### src/rtl/core/rcdt_pkg.sv
`default_nettype none
package rcdt_pkg;

    localparam int ENTRIES    = 64;
    localparam int VALUE_BITS = 32;
    localparam int COUNT_BITS = 16;
    localparam int SLOT_BITS  = $clog2(ENTRIES);
    localparam int LEVEL_BITS = SLOT_BITS + 1;

    localparam logic [COUNT_BITS-1:0] COUNT_MAX = {COUNT_BITS{1'b1}};
    localparam logic [LEVEL_BITS-1:0] LEVEL_FULL = LEVEL_BITS'(ENTRIES);

    typedef enum logic [0:0] {
        OP_ADD     = 1'b0,
        OP_RELEASE = 1'b1
    } t_opcode;

    typedef enum logic [2:0] {
        ST_ADDED  = 3'd0,
        ST_SHARED = 3'd1,
        ST_FULL   = 3'd2,
        ST_FREED  = 3'd3,
        ST_HELD   = 3'd4,
        ST_DEAD   = 3'd5
    } t_status;

    typedef enum logic [2:0] {
        S_IDLE,
        S_SCAN,
        S_HIT_WR,
        S_ALLOC,
        S_REL,
        S_EMIT
    } t_state;

    typedef struct packed {
        t_opcode                opcode;
        logic [VALUE_BITS-1:0]  value;
        logic [SLOT_BITS-1:0]   slot;
        logic                   return_value;
    } t_req;

    typedef struct packed {
        logic [SLOT_BITS-1:0]   slot_out;
        logic [VALUE_BITS-1:0]  value_out;
        t_status                status;
    } t_rsp;

    typedef struct packed {
        logic [COUNT_BITS-1:0]  count;
        logic [VALUE_BITS-1:0]  value;
    } t_entry;

    typedef struct packed {
        logic                   rd_en;
        logic [SLOT_BITS-1:0]   rd_addr;
        logic                   wr_en;
        logic [SLOT_BITS-1:0]   wr_addr;
        t_entry                 wr_data;
    } t_ent_cmd;

    typedef struct packed {
        logic                   rd_en;
        logic [SLOT_BITS-1:0]   rd_addr;
        logic                   wr_en;
        logic [SLOT_BITS-1:0]   wr_addr;
        logic [SLOT_BITS-1:0]   wr_data;
    } t_stk_cmd;

endpackage
`default_nettype wire

### src/rtl/core/rcdt_entry_store.sv
`default_nettype none
module rcdt_entry_store (
    input  wire logic              i_clk,
    input  wire logic              i_rst_n,
    input  wire rcdt_pkg::t_ent_cmd i_cmd,
    output rcdt_pkg::t_entry        o_rd_data
);

    rcdt_pkg::t_entry                mem [rcdt_pkg::ENTRIES];
    logic [rcdt_pkg::ENTRIES-1:0]    r_written;
    rcdt_pkg::t_entry                r_rd_data;
    logic                            r_rd_written;

    // entry data, one write and one registered read per cycle
    always_ff @(posedge i_clk) begin
        if (i_cmd.wr_en) begin
            mem[i_cmd.wr_addr] <= i_cmd.wr_data;
        end
        if (i_cmd.rd_en) begin
            r_rd_data <= mem[i_cmd.rd_addr];
        end
    end

    // written flags stand for the all-zero count after reset
    always_ff @(posedge i_clk) begin
        if (!i_rst_n) begin
            r_written    <= '0;
            r_rd_written <= 1'b0;
        end else begin
            if (i_cmd.wr_en) begin
                r_written[i_cmd.wr_addr] <= 1'b1;
            end
            if (i_cmd.rd_en) begin
                r_rd_written <= r_written[i_cmd.rd_addr];
            end
        end
    end

    always_comb begin
        o_rd_data       = r_rd_data;
        o_rd_data.count = r_rd_written ? r_rd_data.count : '0;
    end

endmodule
`default_nettype wire

### src/rtl/core/rcdt_stack_ram.sv
`default_nettype none
module rcdt_stack_ram (
    input  wire logic                          i_clk,
    input  wire rcdt_pkg::t_stk_cmd            i_cmd,
    output logic [rcdt_pkg::SLOT_BITS-1:0]     o_rd_data
);

    logic [rcdt_pkg::SLOT_BITS-1:0] mem [rcdt_pkg::ENTRIES];
    logic [rcdt_pkg::SLOT_BITS-1:0] r_rd_data;

    always_ff @(posedge i_clk) begin
        if (i_cmd.wr_en) begin
            mem[i_cmd.wr_addr] <= i_cmd.wr_data;
        end
        if (i_cmd.rd_en) begin
            r_rd_data <= mem[i_cmd.rd_addr];
        end
    end

    assign o_rd_data = r_rd_data;

endmodule
`default_nettype wire

### src/rtl/core/refcounted_dedup_table_unit.sv
// add: one entry compared per cycle below the high-water mark through the entry memory read
// port; release: reads its entry first; one request in flight, the next one taken only after
// the last result has entered the output register, which waits while the output is stalled
// reset: synchronous active low, clears control, high-water, free depth and written flags;
// memories are not swept, so requests are taken right after reset
`default_nettype none
module refcounted_dedup_table_unit (
    input  wire logic             i_clk,
    input  wire logic             i_rst_n,
    input  wire logic             i_in_valid,
    output logic                  o_in_stall,
    input  wire rcdt_pkg::t_req   i_in_data,
    output logic                  o_out_valid,
    input  wire logic             i_out_stall,
    output rcdt_pkg::t_rsp        o_out_data
);

    localparam int SB = rcdt_pkg::SLOT_BITS;
    localparam int LB = rcdt_pkg::LEVEL_BITS;

    // control state
    rcdt_pkg::t_state   r_state, n_state;
    logic [LB-1:0]      r_hw, n_hw;          // high-water mark
    logic [LB-1:0]      r_depth, n_depth;    // free stack depth
    logic [LB-1:0]      r_idx, n_idx;        // scan read pointer
    logic               r_chk_v, n_chk_v;    // a scan read is returning this cycle
    logic               r_out_valid, n_out_valid;

    // payload registers
    rcdt_pkg::t_req     r_req, n_req;
    logic [SB-1:0]      r_chk_idx, n_chk_idx;
    logic [SB-1:0]      r_pick, n_pick;
    logic               r_from_stack, n_from_stack;
    logic [rcdt_pkg::COUNT_BITS-1:0] r_hit_cnt, n_hit_cnt;
    rcdt_pkg::t_rsp     r_res, n_res;
    rcdt_pkg::t_rsp     r_out, n_out;

    // memory ports
    rcdt_pkg::t_ent_cmd ent_cmd;
    rcdt_pkg::t_entry   ent_rd;
    rcdt_pkg::t_stk_cmd stk_cmd;
    logic [SB-1:0]      stk_rd;

    // shared decode
    logic               in_accept;
    logic               out_free;
    logic               scan_issue;
    logic               scan_hit;
    logic               scan_done;
    logic               rel_dead;
    logic [rcdt_pkg::COUNT_BITS-1:0] rel_cnt;
    logic [SB-1:0]      alloc_slot;

    rcdt_entry_store u_entry_store (
        .i_clk     (i_clk),
        .i_rst_n   (i_rst_n),
        .i_cmd     (ent_cmd),
        .o_rd_data (ent_rd)
    );

    rcdt_stack_ram u_stack_ram (
        .i_clk     (i_clk),
        .i_cmd     (stk_cmd),
        .o_rd_data (stk_rd)
    );

    assign o_in_stall  = (r_state != rcdt_pkg::S_IDLE);
    assign in_accept   = i_in_valid && !o_in_stall;
    assign o_out_valid = r_out_valid;
    assign o_out_data  = r_out;
    assign out_free    = !r_out_valid || !i_out_stall;

    // scan pipeline: issue one read per cycle below high-water, compare the returning one
    assign scan_issue = (r_state == rcdt_pkg::S_SCAN) && (r_idx < r_hw);
    assign scan_hit   = r_chk_v && (ent_rd.count != '0) && (ent_rd.value == r_req.value);
    assign scan_done  = !scan_issue && !r_chk_v;

    // release checks on the entry read in the previous cycle
    assign rel_dead   = ({1'b0, r_req.slot} >= r_hw) || (ent_rd.count == '0);
    assign rel_cnt    = ent_rd.count - rcdt_pkg::COUNT_BITS'(1);

    // a freshly taken slot comes from the stack read or from the high-water mark
    assign alloc_slot = r_from_stack ? stk_rd : r_pick;

    // next state
    always_comb begin
        n_state = r_state;
        case (r_state)
            rcdt_pkg::S_IDLE: begin
                if (in_accept) begin
                    n_state = (i_in_data.opcode == rcdt_pkg::OP_RELEASE) ?
                              rcdt_pkg::S_REL : rcdt_pkg::S_SCAN;
                end
            end
            rcdt_pkg::S_SCAN: begin
                if (scan_hit) begin
                    n_state = rcdt_pkg::S_HIT_WR;
                end else if (scan_done) begin
                    if (r_depth != '0 || r_hw < rcdt_pkg::LEVEL_FULL) begin
                        n_state = rcdt_pkg::S_ALLOC;
                    end else begin
                        n_state = rcdt_pkg::S_EMIT;
                    end
                end
            end
            rcdt_pkg::S_HIT_WR: n_state = rcdt_pkg::S_EMIT;
            rcdt_pkg::S_ALLOC:  n_state = rcdt_pkg::S_EMIT;
            rcdt_pkg::S_REL:    n_state = rcdt_pkg::S_EMIT;
            rcdt_pkg::S_EMIT: begin
                if (out_free) begin
                    n_state = rcdt_pkg::S_IDLE;
                end
            end
            default: n_state = rcdt_pkg::S_IDLE;
        endcase
    end

    // datapath and memory commands
    always_comb begin
        n_hw         = r_hw;
        n_depth      = r_depth;
        n_idx        = r_idx;
        n_chk_v      = 1'b0;
        n_req        = r_req;
        n_chk_idx    = r_chk_idx;
        n_pick       = r_pick;
        n_from_stack = r_from_stack;
        n_hit_cnt    = r_hit_cnt;
        n_res        = r_res;
        n_out        = r_out;
        n_out_valid  = r_out_valid && i_out_stall;

        ent_cmd         = '0;
        ent_cmd.rd_addr = r_idx[SB-1:0];
        stk_cmd         = '0;

        case (r_state)
            rcdt_pkg::S_IDLE: begin
                if (in_accept) begin
                    n_req = i_in_data;
                    n_idx = '0;
                    // release reads its entry right away
                    if (i_in_data.opcode == rcdt_pkg::OP_RELEASE) begin
                        ent_cmd.rd_en   = 1'b1;
                        ent_cmd.rd_addr = i_in_data.slot;
                    end
                end
            end
            rcdt_pkg::S_SCAN: begin
                if (scan_issue) begin
                    ent_cmd.rd_en = 1'b1;
                    n_chk_v       = 1'b1;
                    n_chk_idx     = r_idx[SB-1:0];
                    n_idx         = r_idx + LB'(1);
                end
                if (scan_hit) begin
                    n_pick    = r_chk_idx;
                    n_hit_cnt = ent_rd.count;
                end else if (scan_done) begin
                    if (r_depth != '0) begin
                        // pop: read the top of the free stack
                        stk_cmd.rd_en   = 1'b1;
                        stk_cmd.rd_addr = SB'(r_depth - LB'(1));
                        n_depth         = r_depth - LB'(1);
                        n_from_stack    = 1'b1;
                    end else if (r_hw < rcdt_pkg::LEVEL_FULL) begin
                        n_pick       = r_hw[SB-1:0];
                        n_hw         = r_hw + LB'(1);
                        n_from_stack = 1'b0;
                    end else begin
                        n_res.slot_out  = '0;
                        n_res.value_out = '0;
                        n_res.status    = rcdt_pkg::ST_FULL;
                    end
                end
            end
            rcdt_pkg::S_HIT_WR: begin
                // count saturates at its maximum
                ent_cmd.wr_en         = 1'b1;
                ent_cmd.wr_addr       = r_pick;
                ent_cmd.wr_data.value = r_req.value;
                ent_cmd.wr_data.count = (r_hit_cnt == rcdt_pkg::COUNT_MAX) ?
                                        r_hit_cnt : r_hit_cnt + rcdt_pkg::COUNT_BITS'(1);
                n_res.slot_out        = r_pick;
                n_res.value_out       = '0;
                n_res.status          = rcdt_pkg::ST_SHARED;
            end
            rcdt_pkg::S_ALLOC: begin
                ent_cmd.wr_en         = 1'b1;
                ent_cmd.wr_addr       = alloc_slot;
                ent_cmd.wr_data.value = r_req.value;
                ent_cmd.wr_data.count = rcdt_pkg::COUNT_BITS'(1);
                n_res.slot_out        = alloc_slot;
                n_res.value_out       = '0;
                n_res.status          = rcdt_pkg::ST_ADDED;
            end
            rcdt_pkg::S_REL: begin
                n_res.slot_out  = r_req.slot;
                n_res.value_out = '0;
                if (rel_dead) begin
                    n_res.status = rcdt_pkg::ST_DEAD;
                end else begin
                    if (r_req.return_value) begin
                        n_res.value_out = ent_rd.value;
                    end
                    ent_cmd.wr_en         = 1'b1;
                    ent_cmd.wr_addr       = r_req.slot;
                    ent_cmd.wr_data.value = ent_rd.value;
                    ent_cmd.wr_data.count = rel_cnt;
                    if (rel_cnt != '0) begin
                        n_res.status = rcdt_pkg::ST_HELD;
                    end else begin
                        n_res.status = rcdt_pkg::ST_FREED;
                        // top slot shrinks the mark, any other goes on the free stack
                        if ({1'b0, r_req.slot} + LB'(1) == r_hw) begin
                            n_hw = r_hw - LB'(1);
                        end else if (r_depth < rcdt_pkg::LEVEL_FULL) begin
                            stk_cmd.wr_en   = 1'b1;
                            stk_cmd.wr_addr = r_depth[SB-1:0];
                            stk_cmd.wr_data = r_req.slot;
                            n_depth         = r_depth + LB'(1);
                        end
                    end
                end
            end
            rcdt_pkg::S_EMIT: begin
                if (out_free) begin
                    n_out       = r_res;
                    n_out_valid = 1'b1;
                end
            end
            default: begin
                n_res = r_res;
            end
        endcase
    end

    // control registers
    always_ff @(posedge i_clk) begin
        if (!i_rst_n) begin
            r_state     <= rcdt_pkg::S_IDLE;
            r_hw        <= '0;
            r_depth     <= '0;
            r_idx       <= '0;
            r_chk_v     <= 1'b0;
            r_out_valid <= 1'b0;
        end else begin
            r_state     <= n_state;
            r_hw        <= n_hw;
            r_depth     <= n_depth;
            r_idx       <= n_idx;
            r_chk_v     <= n_chk_v;
            r_out_valid <= n_out_valid;
        end
    end

    // payload registers
    always_ff @(posedge i_clk) begin
        r_req        <= n_req;
        r_chk_idx    <= n_chk_idx;
        r_pick       <= n_pick;
        r_from_stack <= n_from_stack;
        r_hit_cnt    <= n_hit_cnt;
        r_res        <= n_res;
        r_out        <= n_out;
    end

endmodule
`default_nettype wire

### config.mk
export PLATFORM = sky130hd
export DESIGN_NAME = refcounted_dedup_table_unit
export DESIGN_NICKNAME = d
export VERILOG_FILES = /design/src/rtl/core/rcdt_pkg.sv /design/src/rtl/core/rcdt_entry_store.sv /design/src/rtl/core/rcdt_stack_ram.sv /design/src/rtl/core/refcounted_dedup_table_unit.sv
export SDC_FILE = /design/constraint.sdc
export NUM_CORES = 2
export LEC_CHECK = 0
export ABC_AREA = 1
export BUFFER_PORTS_ARGS = -buffer_cell sky130_fd_sc_hd__clkbuf_2
export CAP_MARGIN = 20
export CELL_PAD_IN_SITES_DETAIL_PLACEMENT = 2
export CELL_PAD_IN_SITES_GLOBAL_PLACEMENT = 2
export CORE_MARGIN = 5
export CORE_UTILIZATION = 40
export DETAILED_ROUTE_END_ITERATION = 6
export PLACE_DENSITY = 0.76
export SETUP_SLACK_MARGIN = 0.2
export SLEW_MARGIN = 30
export SYNTH_ARGS = -nofsm -noshare
export SYNTH_HDL_FRONTEND = slang
export SYNTH_HIERARCHICAL = 1
export SYNTH_SLANG_ARGS = --single-unit
### constraint.sdc
create_clock -name i_clk -period 8.25 [get_ports i_clk]
set_clock_uncertainty 0.1 [all_clocks]
set_input_delay 0.4125 -clock i_clk [delete_from_list [all_inputs] [get_ports i_clk]]
set_output_delay 0.4125 -clock i_clk [all_outputs]
set_load 0.02 [all_outputs]
# Word level (Yosys, flattened, before mapping)
# Memories as Yosys holds them, arrays and structs flattened. A register that Yosys moved wholly into a read port is not among the register bits.
# Cells that the tools add are included.
# W data, S select, Z words.
# op_classes
n_addsub,8
mul,0
n_div,0
magnitude_cmp,7
n_eq_ne,24
n_shift,0
n_mux,69
bitwise_logic,2
n_reduce_logical,40
# ops
cell,count
$pmux W55 S3,1
$mux W41,4
$pmux W41 S4,1
$mux W7,22
$mux W13,5
$mux W32,2
$or A64 B64 Y64,1
$mux W55,1
$pmux W7 S2,3
$mux W6,6
$eq A32 B32 Y1,1
$mux W16,2
$reduce_bool A16 Y1,2
$ne A2 B2 Y1 const B,13
$mux W3,8
$add A7 B1 Y7 const B,3
$add A16 B1 Y16 const B,1
$eq A16 B16 Y1 const B,1
$logic_not A16 Y1,1
$reduce_and A8 Y1,2
$sub A16 B1 Y16 const B,1
$lt A6 B7 Y1 const B,2
$lt A7 B7 Y1 const B,2
$sub A7 B1 Y7 const B,2
29 further kinds,63
# totals
ff_bits,241
latch_bits,0
ram_bits,3456
rom_bits,0
in_bits,44
memories,2
# mem_list
memory,words,width,rd,rd_ports_with_merged_regs,wr,line,source
u_entry_store.mem,64,48,1,1,1,rcdt_entry_store.sv:9,rcdt_pkg::t_entry mem [rcdt_pkg::ENTRIES];
u_stack_ram.mem,64,6,1,1,1,rcdt_stack_ram.sv:8,logic [rcdt_pkg::SLOT_BITS-1:0] mem [rcdt_pkg::ENTRIES];

# Depth between registers and ports, before layout
# depth
word_depth,10
mapped_depth,24
mapped_depth_nobuf,21

# By module
# Netlist, hierarchy kept.
# modules_own_cells
mod,n_inst,cells_each,area_each_um2,seq_area_each_um2
rcdt_entry_store,1,9818,125033.7,94991.1
rcdt_stack_ram,1,1376,15990.3,11711.2
refcounted_dedup_table_unit,1,1049,9437.8,5024.8

# Least setup slack after synthesis
# OpenSTA, ideal clock, no wires.
# synth_timing
path_kind,reg-to-reg
startpoint,register r_state[0]
endpoint,"register, netlist name u_entry_store/o_rd_data[0]"
setup_time_ns,0.525
t_arrival_ns,6.427
slack_ns,1.198
stages_incl_launch_ff,8
path_cell_list,dfxtp_1 -> nor2_1 -> inv_1 -> nor2_1 -> inv_1 -> nor2_1 -> inv_1 -> o21ai_0
# synth_rtl
element,line,source
from (decl),refcounted_dedup_table_unit.sv:22,"rcdt_pkg::t_state r_state, n_state;"
from (signal assigned),refcounted_dedup_table_unit.sv:241,r_state <= rcdt_pkg::S_IDLE;
from (signal assigned),refcounted_dedup_table_unit.sv:248,r_state <= n_state;

==> flow_summary.ini <==
[run_status]
outcome = finished clean

[yosys]
synth_top_area_share_pct = 73.0
yosys-top-cells-area = edfxtp_1 (73%), o21ai_0 (5.0%), nand2_1 (4.6%), nor2_1 (4.4%), nand3_1 (3.6%)
synth_xor_area_share_pct = 0.175
ys_async_sr_fraction_pct = 0
syn_area_sq_um = 150000
yosysSeqAreaShare_pct = 74.3
yosysTopAreaCell = edfxtp_1
synth_nets = 12300
synthAdderAreaFrac_pct = 0.221
synth_seq_cells = 3751
synth.distinct_cells = 44
yosys.cell_count.top_type = edfxtp_1
ys_warn_count = 6
synth_commonest_cells = edfxtp_1 (3660), nand2_1 (1859), nor2_1 (1783), o21ai_0 (1500), nand3_1 (1091)
synth-simple-area-share_pct = 13.3
synth_top_family_by_area = simple AND/OR/NAND/NOR gates
syn_inst = 12200
synth_edf_count = 3660
synth_flop_cell = edfxtp_1
syn_avg_cell_area_sq_um = 12.3
synth_compound_area_share_pct = 8.74
synthMuxAreaShare_pct = 0.0449

[setup_path]
cp.required_ns = 8.90
path_class = reg2reg
cp.arrival_ns = 7.54
crit_path_max_incr_delay_ns = 0.55
startpoint = r_state[1]$_SDFFE_PN0P_
cp_common_cell = nand2_1
reg2reg_from = r_state[1]$_SDFFE_PN0P_
end_kind = flop
crit_slowest_cell = buf_4
critPathLaunchType = flop
crit_chain = nor2_1 > inv_1 > nor2_1 > inv_1 > nor2_4 > buf_4 > inv_1 > nor2_1 > buf_4 > nand2_1 > o21ai_4 > buf_12 > buf_12 > o21ai_0 > o22ai_1 > nand2_1 > nand3_1 > nand3_1 > nand2_1 > nand2_1 > nand2_1
cp_max_fo = 139

[routing]
drtIter0Drc = 13200
ant_nets = 0
wl_per_cell_microns = 34.9
dr.pass1.iters = 7
routed_wl_microns = 615000
vias = 110000
drc_errors = 0
viasPerCell = 6.23

[die]
boundaryPins = 87
rows = 225
core_area_sq_um = 375000
start_util_pct = 40.1
die_area_sq_um = 389000
die_h_microns = 623
die_width_microns = 623

[timing]
slew_violations = 0
fin_setup_tns_ns = 0
fmax_ghz = 0.145
worstMarginPinSlew_ns = 1.13
setup_ws_ns = 1.35
fin_crit_ns = 6.90
grt_setup_unrepaired = false
relSlewSlack_pct = 24.8
period_share_pct = 83.6
setup_viol = 0
hold_viol_final = 0

[layout]
syn_to_final_growth_pct = 14.2
drive_above_1_share_pct = 9.17
fillers = 36500
finalInstanceArea_sq_um = 172000
fin_nets = 12300

[power_and_ir_drop]
p_sw_share_pct = 37.6
power_switching_mw = 22.1
powerDensity_nw_per_um2 = 342
finalPower_mw = 58.7
clock_power_share_pct = 31.0
irDropWorstVdd_mv = 0.231
power.leakage_nw = 58.1
seqPwrFrac_pct = 39.4
p_comb_share_pct = 29.6
internal_power_mw = 36.7

[placed_design]
dp_hpwl_microns = 347000
port_buffers = 86
placed_area_sq_um = 158000
dp_slack_ns = 1.91
place_congestion = 0.840

[global_route]
overflow = 0
grt_pass1_wl_microns = 879000
grt_pass1_vias = 120000
met3_usage_pct = 5.05
busiest_layer = met2
use_met2_pct = 52.2
grt_max_degree = 210
antenna_found_initial = 39
grtUsageTotal_pct = 30.8
grt_use_met1_pct = 37.9

[worst_hold_path]
hold_path_class = in2reg
min-delay-start = i_in_data[31]

[run]
drv_cap = 0

[cts]
clkSinkCount = 3751
clockRootBuffer = clkbuf_16
cts_tree = yes
clk_path_buf_depth = 4
ctsResizeCount = 0
path_clk_slew_ns = 0.07
cts_buffers = 400
h-tree-depth = 5
hold_buffers = 50
cts_setup_buffers = 0
clock_latency_ns = 1.03
worst max-delay path, delay by kind of cell (launching register included):
family | cells | cell delay [ns]
simple gates | 11 | 2.17
buf+inv | 7 | 2.48
flops | 1 | 0.33
compound gates | 3 | 1.06
kinds of logic (layout without fill, tap and decap cells):
group / after synthesis / after routing
AND/OR/NAND/NOR: 4884 / 4884
flip-flops: 3751 / 3751
AO/OA/AOI/OAI: 2428 / 2428
buffers and inverters: 1118 / 1470
XOR/XNOR: 30 / 30
adder cells (fa/ha/maj): 26 / 26
multiplexers: 6 / 6
other: 0 / 8
routing by layer:
layer | share of wire [%] | vias up
li1 | - | 44400
met1 | 37 | 57800
met2 | 49 | 5775
met3 | 7.8 | 1635
met4 | 6.0 | 18
met5 | 0.019 | -
power groups by stage:
stage / Clock (mW) / Combinational [mW] / Sequential (mW)
global placement: 0 / 15.1 / 23.5
floorplan: 0 / 9.36 / 23.4
finish: 18.2 / 17.4 / 23.2
global route: 19.3 / 18.2 / 23.2
CTS: 18.3 / 16.9 / 23.1
detailed placement: 0 / 16.4 / 23.5
metrics by stage:
stage                     cells  hold WS, ns  utilization, %
after floorplan           12200        0.300               -
after global placement    16800        0.305            41.9
after detailed placement  16800        0.308            42.1
after CTS                 17600    0.0000776            45.6
after global routing      17600      0.00735            45.8
final                     17600       0.0297            45.8
cell usage in the layout (no fill, tap or decap), drive strengths merged, types with 2 or more instances in the layout:
cell type    instances
nand4               26
nand2             1867
a21oi               82
or2                  5
o31ai                2
inv                295
xor2                20
nand3b               3
o21a                 2
nor3b                2
edfxtp            3660
dfxtp               91
mux2                 6
clkinvlp             6
o211ai               2
dlygate4sd3         50
bufinv              31
nand3             1094
o221ai               5
ha                  25
xnor2               10
o21ai             1569
o22ai              763
nor4                12
buf                306
nor3                64
clkinv             197
clkbuf             585
diode                8
nor2              1810
registers in the layout (all words and copies together), names as in the netlist, 6 cells and up:
signal,cells
u_entry_store/r_rd_data,16
r_chk_idx,6
u_entry_store/mem,3072
r_idx,7
r_depth,7
o_out_data,41
u_stack_ram/o_rd_data,6
r_req,39
u_stack_ram/mem,384
u_entry_store/r_written,64
r_hit_cnt,16
r_hw,7
r_pick,6
r_res,41
u_entry_store/o_rd_data,32
worst paths after layout:
path	slack (ns)	endpoint	cells after the start
worst max-delay path	1.35	u_entry_store/o_rd_data[0]$_DFFE_PP_	21
worst min-delay path	0.03	r_req[31]$_DFFE_PP_	2
worst max register to register	1.35	u_entry_store/o_rd_data[0]$_DFFE_PP_	21
worst min register to register	0.33	o_out_data[18]$_DFFE_PP_	0
area by class of cell:
type	instances	area (sq um)	share of cell area, %
Antenna cell	8	20.0	0.0117
Clock buffer	497	10600	6.19
Timing Repair Buffer	444	4720	2.75
Clock inverter	243	2110	1.23
Sequential cell	3751	112000	65.0
Inverter	286	1140	0.661
Multi-Input combinational cell	7374	35200	20.5
Tap cell	4994	6250	3.64
No activity file was read; power rests on OpenSTA's default activity.
